`src/rtl/nsqrt_pkg.sv`:
```
// Package for the Newton square root block: widths, defaults, controller states,
// word types and the powers of ten behind the tolerance table. No dependencies.
package nsqrt_pkg;
  localparam int ValueW     = 64;
  localparam int RootW      = 48;
  localparam int IterW      = 10;
  localparam int DigitsW    = 4;
  localparam int IterLimitD = 1000;
  localparam int FracBitsD  = 32;
  localparam logic [DigitsW-1:0] DigitsReset = 4'd6;

  typedef enum logic [2:0] {
    S_IDLE, S_INIT, S_DIV, S_UPD, S_OUT
  } nsqrt_state_t;

  typedef struct packed {
    logic load;
    logic init;
    logic div_start;
    logic update;
  } nsqrt_cmd_t;

  typedef struct packed {
    logic special;
    logic div_busy;
    logic div_done;
    logic converged;
  } nsqrt_sts_t;

  typedef struct packed {
    logic [ValueW-1:0] value;
  } nsqrt_in_t;

  typedef struct packed {
    logic [RootW-1:0] root;
    logic [IterW-1:0] iterations;
    logic             invalid;
    logic             limit_hit;
  } nsqrt_out_t;

  // Ten to the power n, used only to build constant tables.
  function automatic logic [63:0] pow10(input int n);
    logic [63:0] p;
    p = 64'd1;
    for (int k = 0; k < n; k++) p = p * 64'd10;
    return p;
  endfunction
endpackage

```
`src/rtl/nsqrt_ctrl.sv`:
```
// Controller state machine sequencing load, Newton steps and result hand-off.
// Depends on nsqrt_pkg.
module nsqrt_ctrl import nsqrt_pkg::*; (
  input  logic       clk,
  input  logic       rst_n,
  input  logic       in_valid,
  output logic       in_ready,
  output logic       out_valid,
  input  logic       out_ready,
  output nsqrt_cmd_t cmd,
  input  nsqrt_sts_t sts
);
  nsqrt_state_t state_r, state_nxt;
  // Marks that the divide for the current step has been launched.
  logic dstarted_r;

  always_ff @(posedge clk) begin
    if (!rst_n) state_r <= S_IDLE;
    else state_r <= state_nxt;
  end

  always_comb begin
    state_nxt = state_r;
    unique case (state_r)
      S_IDLE: if (in_valid) state_nxt = S_INIT;
      S_INIT: state_nxt = sts.special ? S_OUT : S_DIV;
      S_DIV:  if (sts.div_done) state_nxt = S_UPD;
      S_UPD:  state_nxt = sts.converged ? S_OUT : S_DIV;
      S_OUT:  if (out_ready) state_nxt = S_IDLE;
      default: state_nxt = S_IDLE;
    endcase
  end

  always_comb begin
    cmd = '0;
    in_ready = 1'b0;
    out_valid = 1'b0;
    unique case (state_r)
      S_IDLE: begin
        in_ready = 1'b1;
        cmd.load = in_valid;
      end
      S_INIT: begin
        cmd.init = !sts.special;
        cmd.div_start = 1'b0;
      end
      S_DIV: cmd.div_start = !sts.div_busy && !sts.div_done && !dstarted_r;
      S_UPD: cmd.update = 1'b1;
      S_OUT: out_valid = 1'b1;
      default: ;
    endcase
  end

  always_ff @(posedge clk) begin
    if (!rst_n) dstarted_r <= 1'b0;
    else if (state_r != S_DIV || sts.div_done) dstarted_r <= 1'b0;
    else if (cmd.div_start) dstarted_r <= 1'b1;
  end

`ifndef SYNTHESIS
  a_hs: assert property (@(posedge clk) disable iff (!rst_n)
    !(in_ready && out_valid)) else $error("input and output open together");
  a_done: assert property (@(posedge clk) disable iff (!rst_n)
    sts.div_done |-> state_r == S_DIV) else $error("divide finished outside step");
  a_out: assert property (@(posedge clk) disable iff (!rst_n)
    out_valid && !out_ready |=> out_valid) else $error("result dropped");
`endif
endmodule

```
`config.mk`:
```
export PLATFORM = sky130hd
export DESIGN_NAME = nsqrt_ctrl
export DESIGN_NICKNAME = d
export VERILOG_FILES = /design/src/rtl/nsqrt_pkg.sv /design/src/rtl/nsqrt_ctrl.sv
export SDC_FILE = /design/constraint.sdc
export NUM_CORES = 1
export LEC_CHECK = 0
export BUFFER_PORTS_ARGS = -buffer_cell sky130_fd_sc_hd__buf_4
export CAP_MARGIN = 10
export CORE_AREA = 2 2 39 41
export CTS_BUF_LIST = sky130_fd_sc_hd__clkbuf_8 sky130_fd_sc_hd__clkbuf_16
export CTS_CLUSTER_SIZE = 20
export DETAILED_ROUTE_END_ITERATION = 12
export DIE_AREA = 0 0 41 43
export SLEW_MARGIN = 30
export SYNTH_ARGS = -nofsm -noshare
export SYNTH_HDL_FRONTEND = slang
export SYNTH_SLANG_ARGS = --single-unit
export TNS_END_PERCENT = 20
```
`constraint.sdc`:
```
create_clock -name clk -period 1.23 [get_ports clk]
set_clock_uncertainty 0.05 [all_clocks]
set_input_delay 0.0615 -clock clk [delete_from_list [all_inputs] [get_ports clk]]
set_output_delay 0.0615 -clock clk [all_outputs]
set_load 0.005 [all_outputs]
```
==> impl_metrics.csv <==
group,metric,value,unit
cells_and_area,antenna_cells,0,
worst_setup_path,setup.worst_path.start_class,"flip-flop",
sta,rsz0062_at_grt,"yes",
pwr,ir_worst_vdd,350,uV
sta,whs,0.0529,ns
global_route,grt_pass1_wl,1.03,mm
drt,drc,0,
synth,synth_seq_cells,4,
die,io-pin-count,14,
clocking,cts_sinks,4,
global_route,first_global_vias,241,
clocking,cts_tree,"done",
synth,synthXorXnorAreaFrac,0,
clocking,cts_root_buf,"clkbuf_8",
sta,setup_viol,1,
drt,wire_per_inst,11.2,um
global_route,antenna_found_initial,0,
sta,final.setup.worst_slack,-0.185,ns
worst_setup_path,rr_startpoint,"state_r[0]$_SDFFE_PN0P_",
drt,drtIter0Drc,2,
place,port_buffers,13,
global_route,grt_usage,0.0943,
synth,synth_compound_area_frac,0.101,
synth,synth_cell_types,19,
sta,fin_crit,1.42,ns
worst_setup_path,cp-end-kind,"output port",
sta,drv_slew,0,
cells_and_area,utilization,0.347,
drt,drt_wl_total,673,um
status,violations,"negative setup slack",
sta,fmax,0.707,GHz
clocking,clkTransAtPathRegs,0.03,ns
die,die_width,41,um
global_route,grt-ovfl-total,0,
worst_setup_path,critPathKind,"reg -> out",
synth,syn_nets,34,
worst_setup_path,startpoint,"state_r[0]$_SDFFE_PN0P_",
place,dp_hpwl,460,um
synth,yosys.area_share.simple,0.438,
worst_setup_path,worstPathRequired,1.12,ns
pwr,p_per_area,1110,nW/um2
drt,drt-pass1-iter-count,2,
synth,synth_fa_ha_area_frac,0,
worst_setup_path,endpoint,"cmd[1]",
worst_setup_path,cp.arrival,1.30,ns
synth,synthCells,26,
job,maxCapViolations,0,
clocking,ctsLongestPathBuffers,2,
sta,finalHoldViolations,0,
pwr,p_total,0.533,mW
place,routabilityCongestion,0.628,
worst_setup_path,regToRegSetupSlack,0.14,ns
hold_path,holdCritPathClass,"in -> reg",
status,status,"finished with violations",
drt,vias_per_cell,4.57,
synth,syn-mean-instance-area,10.0,um2
worst_setup_path,rr_endpoint,"dstarted_r$_SDFFE_PP0P_",
sta,relSlewSlack,0.871,
sta,period_share,1.15,
drt,drtAntennaViolNets,0,
synth,synth_area,260,um2
worst_setup_path,r2r_cells,2,
worst_setup_path,critPathMaxFanout,3,
synth,synth_top_family_by_area,"simple AND/OR/NAND/NOR gates",
die,chipHeight,43,um
sta,worst_slew_pin_slew,0.193,ns
synth,synth_mux_area_frac,0.0769,
clocking,clock_latency,0.22,ns
global_route,grt_max_degree,11,
synth,seq_area_frac_synth,0.308,
die,rows,14,
die,core-area,1380,um2
cells_and_area,nets,54,
clocking,h-tree-depth,1,
cells_and_area,syn2layout_area_growth,84.6,%
die,die_area,1760,um2
die,start_util,0.188,
clocking,cts_made_buffers,3,
pwr,power.leakage,0.209,nW
synth,yosysWarnings,0,
clocking,post_cts_buffers,0,
cells_and_area,drive_gt1_frac,0.659,
drt,vias,274,
-- cells in the mapped netlist --
cell	count	area share
dfxtp_1	4	0.31
mux2i_1	2	0.077
nor2b_1	2	0.048
nor3b_1	2	0.058
nor4b_1	2	0.067
a21boi_0	1	0.029
and3_1	1	0.024
buf_2	1	0.019
buf_6	1	0.043
inv_1	1	0.014
nand3b_1	1	0.029
nor2_1	1	0.014
nor3_1	1	0.019
nor3_2	1	0.038
nor4b_2	1	0.058
o211a_1	1	0.038
o2bb2ai_1	1	0.034
or3b_4	1	0.043
or4b_1	1	0.038
-- worst max-delay path, stage by stage, from the launching register on --
cell,delay [ns]
dfxtp_2,0.32
or4b_4,0.53
nor3_2,0.11
buf_4,0.12
-- layout by cell type (no fill, tap or decap), types with 2 or more instances in the layout --
master	count
buf_4	14
mux2i_1	2
nor4b_2	2
buf_6	2
nor3_2	2
clkbuf_8	3
nor2b_1	2
dfxtp_2	2
dfxtp_1	2
-- how the worst min path moves through the flow --
stage                  start  slack [ns]                 endpoint  depth (start not counted)
floorplan             sts[1]        0.08  dstarted_r$_SDFFE_PP0P_                          1
global placement      sts[1]        0.20  dstarted_r$_SDFFE_PP0P_                          2
detailed placement    sts[1]        0.20  dstarted_r$_SDFFE_PP0P_                          2
CTS                    rst_n        0.05  state_r[1]$_SDFFE_PN0P_                          2
global route           rst_n        0.06  state_r[1]$_SDFFE_PN0P_                          2
finish              in_valid        0.05  state_r[0]$_SDFFE_PN0P_                          3
-- kinds of logic (layout without fill, tap and decap cells) --
family          after synthesis  after routing
mux                           2              2
buf+inv                       3             21
simple gates                 14             14
compound gates                3              3
flops                         4              4
-- cell type report --
cell class / instances / area, um2
tap: 16 / 20.0
fill: 153 / 903
multi-input combinational: 19 / 195
timing repair buffer: 17 / 138
sequential: 4 / 82.6
clock buffer: 3 / 41.3
inverter: 1 / 3.75
-- power by group --
group	switching (mW)	internal (mW)
Clock	0.0713	0.209
Sequential	0.00462	0.138
Combinational	0.0427	0.0675
-- registers in the layout, summed over array words and instances, names as in the netlist --
signal	cells
state_r	3
dstarted_r	1
-- timing repair --
item / CTS / global route
gates resized for setup: 5 / 5
pin swaps: 0 / 1
hold endpoints to repair: 1 / 0
endpoints found under the setup margin: 3 / 4
hold buffers: 1 / 0
-- per-stage QoR --
| stage | cells | setup slack, ns | area [um2] | setup TNS [ns] |
|---|---|---|---|---|
| 6_report | 60 | -0.185 | 480 | -0.185 |
| 5_1_grt | 60 | -0.251 | 480 | -0.263 |
| 4_1_cts | 60 | -0.197 | 458 | -0.197 |
| 3_5_place_dp | 56 | 0.0277 | 384 | 0 |
| 3_3_place_gp | 56 | 0.0618 | 384 | 0 |
| 2_1_floorplan | 26 | 0.0602 | 260 | 0 |
-- layer usage --
| layer | GRT usage | wire, um | vias to the layer above |
|---|---|---|---|
| met4 | 0.0800 | 27 | 0 |
| li1 | - | - | 136 |
| met2 | 0.116 | 275 | 14 |
| met5 | 0 | 0 | - |
| met1 | 0.106 | 291 | 120 |
| met3 | 0.0628 | 79 | 4 |
No activity file was read; power rests on OpenSTA's default activity.
