===== config.mk =====
export PLATFORM = sky130hd
export DESIGN_NAME = nsqrt_dp
export DESIGN_NICKNAME = d
export VERILOG_FILES = /design/src/rtl/nsqrt_pkg.sv /design/src/rtl/nsqrt_div.sv /design/src/rtl/nsqrt_dp.sv
export SDC_FILE = /design/constraint.sdc
export NUM_CORES = 1
export LEC_CHECK = 0
export BUFFER_PORTS_ARGS = -buffer_cell sky130_fd_sc_hd__buf_4
export CORE_ASPECT_RATIO = 0.75
export CORE_UTILIZATION = 32
export CTS_CLUSTER_SIZE = 12
export DETAILED_ROUTE_END_ITERATION = 10
export PLACE_DENSITY = 0.45
export REMOVE_ABC_BUFFERS = 1
export SYNTH_ARGS = -nofsm -noshare
export SYNTH_HDL_FRONTEND = slang
export SYNTH_SLANG_ARGS = --single-unit

===== constraint.sdc =====
create_clock -name clk -period 8.61 [get_ports clk]
set_clock_uncertainty 0.2 [all_clocks]
set_input_delay 1.2915 -clock clk [delete_from_list [all_inputs] [get_ports clk]]
set_output_delay 1.2915 -clock clk [all_outputs]
set_load 0.005 [all_outputs]

===== src/rtl/nsqrt_pkg.sv =====
// Package for the Newton square root block: widths, defaults, controller states,
// word types and the powers of ten behind the tolerance table. No dependencies.
package nsqrt_pkg;
  localparam int ValueW     = 64;
  localparam int RootW      = 48;
  localparam int IterW      = 10;
  localparam int DigitsW    = 4;
  localparam int IterLimitD = 1000;
  localparam int FracBitsD  = 32;
  localparam logic [DigitsW-1:0] DigitsReset = 4'd6;

  typedef enum logic [2:0] {
    S_IDLE, S_INIT, S_DIV, S_UPD, S_OUT
  } nsqrt_state_t;

  typedef struct packed {
    logic load;
    logic init;
    logic div_start;
    logic update;
  } nsqrt_cmd_t;

  typedef struct packed {
    logic special;
    logic div_busy;
    logic div_done;
    logic converged;
  } nsqrt_sts_t;

  typedef struct packed {
    logic [ValueW-1:0] value;
  } nsqrt_in_t;

  typedef struct packed {
    logic [RootW-1:0] root;
    logic [IterW-1:0] iterations;
    logic             invalid;
    logic             limit_hit;
  } nsqrt_out_t;

  // Ten to the power n, used only to build constant tables.
  function automatic logic [63:0] pow10(input int n);
    logic [63:0] p;
    p = 64'd1;
    for (int k = 0; k < n; k++) p = p * 64'd10;
    return p;
  endfunction
endpackage


===== src/rtl/nsqrt_div.sv =====
// Restoring divider, one quotient bit per cycle: floor((a << FRAC) / d), saturating.
// Depends on nsqrt_pkg.
module nsqrt_div import nsqrt_pkg::*; #(
  parameter int FRAC_BITS = FracBitsD
) (
  input  logic        clk,
  input  logic        rst_n,
  input  logic        start,
  input  logic [63:0] a,
  input  logic [63:0] d,
  output logic        busy,
  output logic        done,
  output logic [63:0] q
);
  logic [63:0] rem_r, rem_nxt, lo_r, q_r, q_nxt;
  logic [63:0] d_r;
  logic [6:0]  cnt_r;
  logic        busy_r, done_r;
  logic [63:0] hi, shifted;
  logic        carry;

  assign hi = a >> (64 - FRAC_BITS);
  assign carry = rem_r[63];
  assign shifted = {rem_r[62:0], lo_r[63]};

  always_comb begin
    rem_nxt = shifted;
    q_nxt = {q_r[62:0], 1'b0};
    if (carry || shifted >= d_r) begin
      rem_nxt = shifted - d_r;
      q_nxt[0] = 1'b1;
    end
  end

  always_ff @(posedge clk) begin
    if (!rst_n) begin
      busy_r <= 1'b0;
      done_r <= 1'b0;
      cnt_r  <= '0;
    end else begin
      done_r <= 1'b0;
      if (start) begin
        if (hi >= d) begin
          done_r <= 1'b1;
        end else begin
          busy_r <= 1'b1;
          cnt_r  <= 7'd64;
        end
      end else if (busy_r) begin
        cnt_r <= cnt_r - 7'd1;
        if (cnt_r == 7'd1) begin
          busy_r <= 1'b0;
          done_r <= 1'b1;
        end
      end
    end
  end

  always_ff @(posedge clk) begin
    if (start) begin
      rem_r <= hi;
      lo_r  <= a << FRAC_BITS;
      d_r   <= d;
      q_r   <= (hi >= d) ? '1 : '0;
    end else if (busy_r) begin
      rem_r <= rem_nxt;
      lo_r  <= {lo_r[62:0], 1'b0};
      q_r   <= q_nxt;
    end
  end

  assign busy = busy_r;
  assign done = done_r;
  assign q = q_r;
endmodule


===== src/rtl/nsqrt_dp.sv =====
// Datapath: operand, estimate, step counter, tolerance and shared divider.
// Depends on nsqrt_pkg and nsqrt_div.
module nsqrt_dp import nsqrt_pkg::*; #(
  parameter int ITER_LIMIT = IterLimitD,
  parameter int FRAC_BITS  = FracBitsD
) (
  input  logic               clk,
  input  logic               rst_n,
  input  nsqrt_cmd_t         cmd,
  output nsqrt_sts_t         sts,
  input  logic [63:0]        value,
  input  logic               cfg_we,
  input  logic [DigitsW-1:0] cfg_wdata,
  output logic [RootW-1:0]   root,
  output logic [IterW-1:0]   iterations,
  output logic               invalid,
  output logic               limit_hit
);
  localparam logic [63:0] One = 64'd1 << FRAC_BITS;
  logic [DigitsW-1:0] digits_r;
  logic [63:0] a_r, x0_r, x1_r, tol_r, q, x1c, err, x0g;
  logic [63:0] tol_tab [2**DigitsW];
  logic [IterW-1:0] steps_r;
  logic inv_r, lim_r, div_busy, div_done;

  // Rounded 10^-digits in fixed point, never below one LSB.
  for (genvar k = 0; k < 2**DigitsW; k++) begin : g_tol
    localparam logic [63:0] Pow = pow10(k);
    localparam logic [63:0] Raw = ((64'd1 << FRAC_BITS) + (Pow >> 1)) / Pow;
    assign tol_tab[k] = (Raw == 64'd0) ? 64'd1 : Raw;
  end

  always_ff @(posedge clk) begin
    if (!rst_n) digits_r <= DigitsReset;
    else if (cfg_we) digits_r <= cfg_wdata;
  end

  assign sts.special = a_r[63] || a_r == 64'd0 || a_r == One;
  assign x0g = (a_r > One) ? (a_r + One) >> 1 : a_r >> 1;
  assign x1c = (x0_r >> 1) + (q >> 1) + {63'd0, x0_r[0] & q[0]};
  assign err = (x0_r > x1_r) ? x0_r - x1_r : x1_r - x0_r;

  always_ff @(posedge clk) begin
    if (!rst_n) begin
      steps_r <= '0;
      lim_r   <= 1'b0;
      inv_r   <= 1'b0;
    end else begin
      if (cmd.load) begin
        a_r     <= value;
        tol_r   <= tol_tab[digits_r];
        steps_r <= '0;
        lim_r   <= 1'b0;
        inv_r   <= value[63];
        x1_r    <= value[63] ? 64'd0 : value;
      end
      if (cmd.init) x0_r <= (x0g == 64'd0) ? 64'd1 : x0g;
      if (div_done) begin
        x1_r    <= x1c;
        steps_r <= steps_r + IterW'(1);
      end
      if (cmd.update) begin
        x0_r <= (x1_r == 64'd0) ? 64'd1 : x1_r;
        if (err > tol_r && 32'(steps_r) >= ITER_LIMIT) lim_r <= 1'b1;
      end
    end
  end

  assign sts.converged = (err <= tol_r) || 32'(steps_r) >= ITER_LIMIT;
  assign sts.div_busy = div_busy;
  assign sts.div_done = div_done;

  nsqrt_div #(.FRAC_BITS(FRAC_BITS)) u_div (
    .clk(clk), .rst_n(rst_n), .start(cmd.div_start), .a(a_r), .d(x0_r),
    .busy(div_busy), .done(div_done), .q(q)
  );

  assign root = x1_r[RootW-1:0];
  assign iterations = steps_r;
  assign invalid = inv_r;
  assign limit_hit = lim_r;

`ifndef SYNTHESIS
  a_inv_zero: assert property (@(posedge clk) disable iff (!rst_n)
    inv_r && !cmd.load |-> x1_r == 64'd0) else $error("invalid without zero root");
  a_steps: assert property (@(posedge clk) disable iff (!rst_n)
    32'(steps_r) <= ITER_LIMIT || inv_r) else $error("step count past limit");
  a_start: assert property (@(posedge clk) disable iff (!rst_n)
    cmd.div_start |-> !div_busy) else $error("divider restarted while busy");
`endif
endmodule


==> flow_metrics.py, run 1 <==
metrics = {
    "synthesis": {
        "synth_edf_count": 405,
        "synth_mux_area_frac": 0.0236,
        "synth_top_family_by_area": "compound AO/OA/AOI/OAI gates",
        "synth_area_mm2": 0.0361,
        "synthAdderAreaFrac": 0.116,
        "synth-seq-cells": 462,
        "synth_ff_type": "edfxtp_1",
        "synthXorXnorAreaFrac": 0.0478,
        "syn_avg_cell_area_um2": 9.03,
        "synth_warnings": 0,
        "synthArstFlopShare": 0,
        "ys_seq_area_frac": 0.369,
        "synth-compound-area-share": 0.237,
        "yosysUniqueCellTypes": 93,
        "synth_simple_gate_area_frac": 0.142,
        "syn_inst": 3996,
    },
    "power": {
        "p_total_mw": 7.53,
        "vdd_drop_max_mv": 0.175,
        "p_leak_nw": 17.1,
        "power_density_mw_per_mm2": 187,
    },
    "drt": {
        "routed_via_density": 5.77,
        "postRouteAntennaNets": 0,
        "wl_um": 157000,
        "via_count": 32200,
        "first_pass_iters": 6,
        "drt_iter0_drc": 3943,
        "avgRoutedWirePerCell_um": 28.1,
        "drcViolationCount": 0,
    },
    "clock_network": {
        "numCtsBuffers": 55,
        "clock-sinks": 462,
        "cts_tree": "done",
        "clkSlewWorstSetupHoldPaths_ps": 60,
        "cts_root_buffer": "clkbuf_16",
        "clk_path_buf_depth": 3,
        "clk-insertion-delay-late_ps": 680,
        "htree_levels": 2,
    },
    "die": {
        "die_y_um": 293,
        "dieArea_mm2": 0.114,
        "rows": 106,
        "core_area_mm2": 0.112,
        "die_w_um": 390,
        "initial_core_util": 0.323,
        "ioPinCount": 139,
    },
    "sta": {
        "rsz0062_at_grt": "false",
        "hold_violations": 0,
        "finalSetupTns_ps": 0,
        "max_slew.worst_pin.slew_ps": 1130,
        "maxSlewViolCount": 0,
        "min_period_ps": 8340,
        "fin_crit_sh": 0.969,
        "fin_ws_ps": 270,
        "slew_headroom": 0.246,
        "fmax_mhz": 120,
        "whs_ps": 270,
        "finalSetupViolCount": 0,
    },
    "critical_path": {
        "critPathKind": "flip-flop to primary output",
        "reg2reg_slack_ps": 2120,
        "startpoint_type": "flip-flop",
        "arrival_ps": 6850,
        "cp_max_fo": 19,
        "crit_path_end_kind": "primary output",
        "cp_data_required_time_ps": 7120,
    },
    "final_layout": {
        "nets": 4424,
        "syn_to_final_growth_pct": 11.8,
        "seqCellArea_mm2": 0.0133,
        "drive_above_1_share": 0.0999,
        "stdcell_area_mm2": 0.0403,
        "mostFrequentLayoutCells": "edfxtp_1, a21oi_1, ha_1, nand2_1, inv_1",
        "final_core_util": 0.361,
        "fin_cells": 5581,
        "final_common_cell": "edfxtp_1",
        "multi_input_area_mm2": 0.0205,
        "fill_cells": 11600,
    },
    "job": {
        "cap_violations": 0,
    },
    "placed_design": {
        "place.gp.congestion": 1.02,
        "portBuffers": 138,
        "dpl_cell_area_mm2": 0.0384,
        "dpl.cell_count": 5470,
        "pre_cts_slack_ps": 889,
        "dp_hpwl_um": 124000,
    },
    "grt": {
        "antenna_found_initial": 17,
        "grt_pass1_wl_um": 223000,
        "grt_pass1_vias": 30200,
        "grt_start_max_net_pins": 113,
        "grtUsageTotal": 0.267,
        "grt.overflow.total": 0,
    },
    "run_status": {
        "outcome": "completed",
    },
    "worst_hold_path": {
        "hold_class": "flip-flop to flip-flop",
    },
}
## flip-flops by register name (all words and copies together) (netlist names), 10 cells and up
| signal | flops |
|---|---|
| tol_r | 21 |
| x0_r | 64 |
| iterations | 10 |
| u_div.lo_r | 32 |
| u_div.d_r | 64 |
| a_r | 64 |
| x1_r | 64 |
| u_div.rem_r | 64 |
| u_div.q | 64 |
## power by group
group | internal (mW) | switching (mW) | leakage (nW) | total (mW)
combinational | 0.813 | 1.38 | 11.7 | 2.19
clock | 1.44 | 1.06 | 0.915 | 2.50
sequential | 2.64 | 0.202 | 4.46 | 2.84
total | 4.89 | 2.64 | 17.1 | 7.53
## critical path, stage by stage (launching register included)
cell	delay, ps
edfxtp_1	550
inv_1	150
ha_1	580
nand4_2	210
nor4_4	500
nand4_2	290
or4_1	610
nand2_4	260
nor3_1	100
a31oi_1	170
xor2_1	170
ha_1	260
and3_1	150
nand3_1	100
nor3_1	80
a2111oi_0	420
o211ai_1	150
nor2_1	100
a2111oi_0	100
a2bb2oi_1	210
or4_1	670
o21ai_1	170
buf_4	130
## cells by family (layout without fill, tap and decap cells)
group | count (synthesis) | count (layout)
adder cells (fa/ha/maj) | 332 | 332
AND/OR/NAND/NOR | 1056 | 1056
XOR/XNOR | 197 | 197
buffers and inverters | 540 | 607
multiplexers | 79 | 79
flip-flops | 462 | 462
AO/OA/AOI/OAI | 1330 | 1330
other | 0 | 6
## cell usage after synthesis (8+ instances only)
cell type    n  share of area
nand2b_1    39         0.0068
o31ai_1     27         0.0056
xnor2_1    118          0.029
mux2i_1     30         0.0083
o211a_1      9         0.0025
o21a_1      39         0.0081
buf_2       56         0.0078
nor2b_1     36         0.0062
o22ai_1     43         0.0075
nor4_1      56         0.0097
a22o_1      36         0.0087
xor2_1      79          0.019
and4_1       8         0.0019
and3_1      30         0.0052
a2111oi_0   10         0.0024
nor2_1     266          0.028
a221oi_1    12         0.0029
ha_1       327           0.11
mux2_2      49          0.015
o21ai_0    282          0.039
a211oi_1    64          0.013
o21bai_1    43         0.0089
a31oi_1     29         0.0050
nand3b_1     8         0.0017
edfxtp_1   405           0.34
and2_1      19         0.0033
nor3_1      71         0.0098
clkbuf_1   121          0.013
inv_1      291          0.030
a21boi_0    11         0.0023
a21oi_1    367          0.051
o2111ai_1   12         0.0029
nand2_1    304          0.032
nand3_1     65         0.0090
buf_4       56          0.012
o211ai_1    31         0.0064
or2_2       18         0.0031
a21o_1     210          0.044
nand4_1     91          0.016
buf_1       11         0.0011
dfxtp_1     57          0.032
o221ai_1     9         0.0022
a211o_1     11         0.0027
or3_1       15         0.0026
## worst paths after layout
kind / startpoint / endpoint / cells after the start
max: x1_r[41] / sts[0] / 22
min: u_div.cnt_r[6] / u_div.cnt_r[6] / 1
max reg2reg: x1_r[41] / limit_hit / 21
min reg2reg: u_div.cnt_r[6] / u_div.cnt_r[6] / 1
## what timing repair did
| action | CTS | global route |
|---|---|---|
| endpoints found under the setup margin | 0 | 1 |
| resized for setup | 0 | 7 |
| hold buffers | 0 | 0 |
| setup buffers | 0 | 2 |
## layer usage
| layer | wire length (µm) | track usage | share of wire |
|---|---|---|---|
| met1 | 77500 | 0.420 | 0.49 |
| met2 | 60100 | 0.359 | 0.38 |
| met3 | 15300 | 0.0631 | 0.098 |
| met4 | 3700 | 0.0606 | 0.024 |
| met5 | 13 | 0 | 0.000083 |
## cell type report
class,count,share of cell area
antenna,6,0.000372
clock buffer,69,0.0369
clock inverter,34,0.00968
inverter,293,0.0274
multi-input combinational,2994,0.509
sequential,462,0.330
tap,1512,0.0469
timing repair buffer,211,0.0398
(Power assumes the default switching activity.)
==> run 2, diff against run 1 <==
Settings changed: SYNTH_HIERARCHICAL set to 1.
==> run 2 against run 1 <==
Against the previous run:
- synthesized cell count up 1.4%
- non-clock buffer count down 21
- total power down 3.3%
- critical path type unchanged
==> flow_metrics.py, run 2 <==
metrics = {
    "final_layout": {
        "diodes": 0,
        "syn_to_final_growth_pct": 11.1,
        "final_common_cell": "a21oi_1",
        "final_core_util": 0.360,
        "mostFrequentLayoutCells": "a21oi_1, edfxtp_1, inv_1, nand2_1, ha_1",
        "nets": 4465,
        "drive_above_1_share": 0.101,
    },
    "grt": {
        "grt_start_max_net_pins": 71,
        "grtUsageTotal": 0.260,
        "grt_pass1_vias": 30000,
        "grt.overflow.total": 0,
        "grt_pass1_wl_um": 220000,
        "antenna_found_initial": 10,
    },
    "power": {
        "p_leak_nw": 16.2,
        "vdd_drop_max_mv": 0.142,
        "power_density_mw_per_mm2": 181,
    },
    "clock_network": {
        "clkSlewWorstSetupHoldPaths_ps": 60,
        "numCtsBuffers": 54,
        "cts_root_buffer": "clkbuf_16",
        "clk-insertion-delay-late_ps": 650,
        "clk_path_buf_depth": 3,
        "clock-sinks": 462,
        "cts_tree": "done",
        "htree_levels": 2,
    },
    "worst_hold_path": {
        "whs_path_depth": 2,
        "hold_class": "flip-flop to flip-flop",
    },
    "drt": {
        "via_count": 32100,
        "wl_um": 153000,
        "avgRoutedWirePerCell_um": 27.2,
        "routed_via_density": 5.72,
        "postRouteAntennaNets": 0,
        "drt_iter0_drc": 3077,
        "drcViolationCount": 0,
        "first_pass_iters": 5,
    },
    "synthesis": {
        "synthTopCellsByCount": "a21oi_1, edfxtp_1, inv_1",
        "ys_seq_area_frac": 0.367,
        "netlist.area_leader.share": 0.336,
        "synth_edf_count": 405,
        "ys_top_cells_by_area": "edfxtp_1, ha_1, a21oi_1, o21ai_0, inv_1",
        "synth_largest_area_cell": "edfxtp_1",
        "synth-seq-cells": 462,
        "syn_avg_cell_area_um2": 8.94,
        "synth_area_mm2": 0.0362,
        "yosysUniqueCellTypes": 99,
        "synthArstFlopShare": 0,
        "synth_warnings": 6,
        "synth_most_common_cell": "a21oi_1",
        "synth_ff_type": "edfxtp_1",
        "syn_inst": 4052,
    },
    "die": {
        "rows": 106,
        "ioPinCount": 139,
        "die_w_um": 391,
        "initial_core_util": 0.324,
        "die_y_um": 293,
        "core_area_mm2": 0.112,
        "dieArea_mm2": 0.115,
    },
    "critical_path": {
        "crit_path_end_kind": "primary output",
        "startpoint_type": "flip-flop",
        "cp_data_required_time_ps": 7120,
        "critPathKind": "flip-flop to primary output",
        "cp_max_fo": 29,
        "r2r_cells": 24,
        "arrival_ps": 6830,
    },
    "sta": {
        "finalSetupViolCount": 0,
        "min_period_ps": 8320,
        "slew_headroom": 0.135,
        "fmax_mhz": 120,
        "finalSetupTns_ps": 0,
        "hold_violations": 0,
        "maxSlewViolCount": 0,
        "fin_ws_ps": 293,
        "max_slew.worst_pin.slew_ps": 1290,
        "fin_crit_sh": 0.966,
    },
    "placed_design": {
        "pre_cts_slack_ps": 670,
        "dp_hpwl_um": 122000,
        "place.gp.congestion": 1.01,
        "portBuffers": 138,
    },
    "job": {
        "cap_violations": 0,
    },
    "run_status": {
        "outcome": "completed",
    },
}
-- run 2: changes by cell type after synthesis, sizes merged, moves of 13 or more --
cell and change:
xor2 +17, nand3 +16, inv +56, o22ai +35
nand4 +19, a22o -32, a21oi +43, o21a +59
o21ai +14, a21o -101, nor2 -22, a311oi +13
a211oi -25
-- run 2: final timing paths --
kind         startpoint          to  slack [ps]
max            x1_r[42]      sts[0]         290
min          u_div/busy  u_div/busy         280
max reg2reg    x1_r[42]   limit_hit        2230
min reg2reg  u_div/busy  u_div/busy         280
-- run 2: what timing repair did --
action | 4_1_cts | 5_1_grt
pin swaps | 0 | 2
endpoints found under the setup margin | 1 | 1
gates resized for setup | 2 | 29
hold buffers | 0 | 0
buffers inserted | 0 | 8
gates cloned | 0 | 1
-- run 2: critical path, cell delays in order (launching register included) --
cell and delay (ps):
edfxtp_1 620, inv_1 150, ha_1 260, a21oi_1 220, o21ai_0 250, a21oi_1 330
o21ai_0 220, a21oi_2 500, a21o_2 300, buf_6 320, mux2i_1 260, xnor2_1 190
ha_1 300, nand4_1 90, nor2_1 50, a221oi_1 230, o21ai_0 130, nand2_1 90
nand4_1 100, and3_1 200, o311ai_0 280, a31oi_1 260, nor3_2 400, buf_4 210
or2_1 100, buf_4 100
-- run 2: cells by family (layout without fill, tap and decap cells) --
kind of cell             count (synthesis)  in the layout  share of synthesized area
adder cells (fa/ha/maj)                332            332                      0.116
multiplexers                            92             92                     0.0275
buffers and inverters                  590            639                     0.0685
AND/OR/NAND/NOR                       1049           1049                      0.140
flip-flops                             462            462                      0.367
AO/OA/AOI/OAI                         1322           1323                      0.231
XOR/XNOR                               205            205                     0.0496
-- run 2: cell type report --
class	instances	area, µm²
fillers	11500	71500
multi-input cells	3001	20600
flip-flops and latches	462	13300
well taps	1512	1890
clock buffers	70	1490
repair buffers	190	1440
inverters	349	1320
clock inverters	30	233
-- run 2: metal layers --
metal	global-route usage	share of wire	wire length, µm	vias up
met5	0	0	0	-
met4	0.0530	0.020	3110	0
met3	0.0524	0.081	12300	134
met2	0.347	0.38	58700	1149
met1	0.417	0.51	78700	15900
li1	-	-	-	14900
-- run 2: where the power goes --
part / total, mW / internal (mW) / switching [mW]
sequential: 2.83 / 2.63 / 0.198
combinational: 2.14 / 0.773 / 1.36
clock: 2.31 / 1.28 / 1.03
-- run 2: per-stage QoR --
stage               cells  cell area [µm²]  hold WS (ps)  power (mW)
finish               5614            40300           279        7.28
global route         5614            40300           317        7.61
CTS                  5605            40100           283        7.26
detailed placement   5505            38400           275        4.94
global placement     5505            38400           273        4.97
floorplan            3811            35100           244        4.16
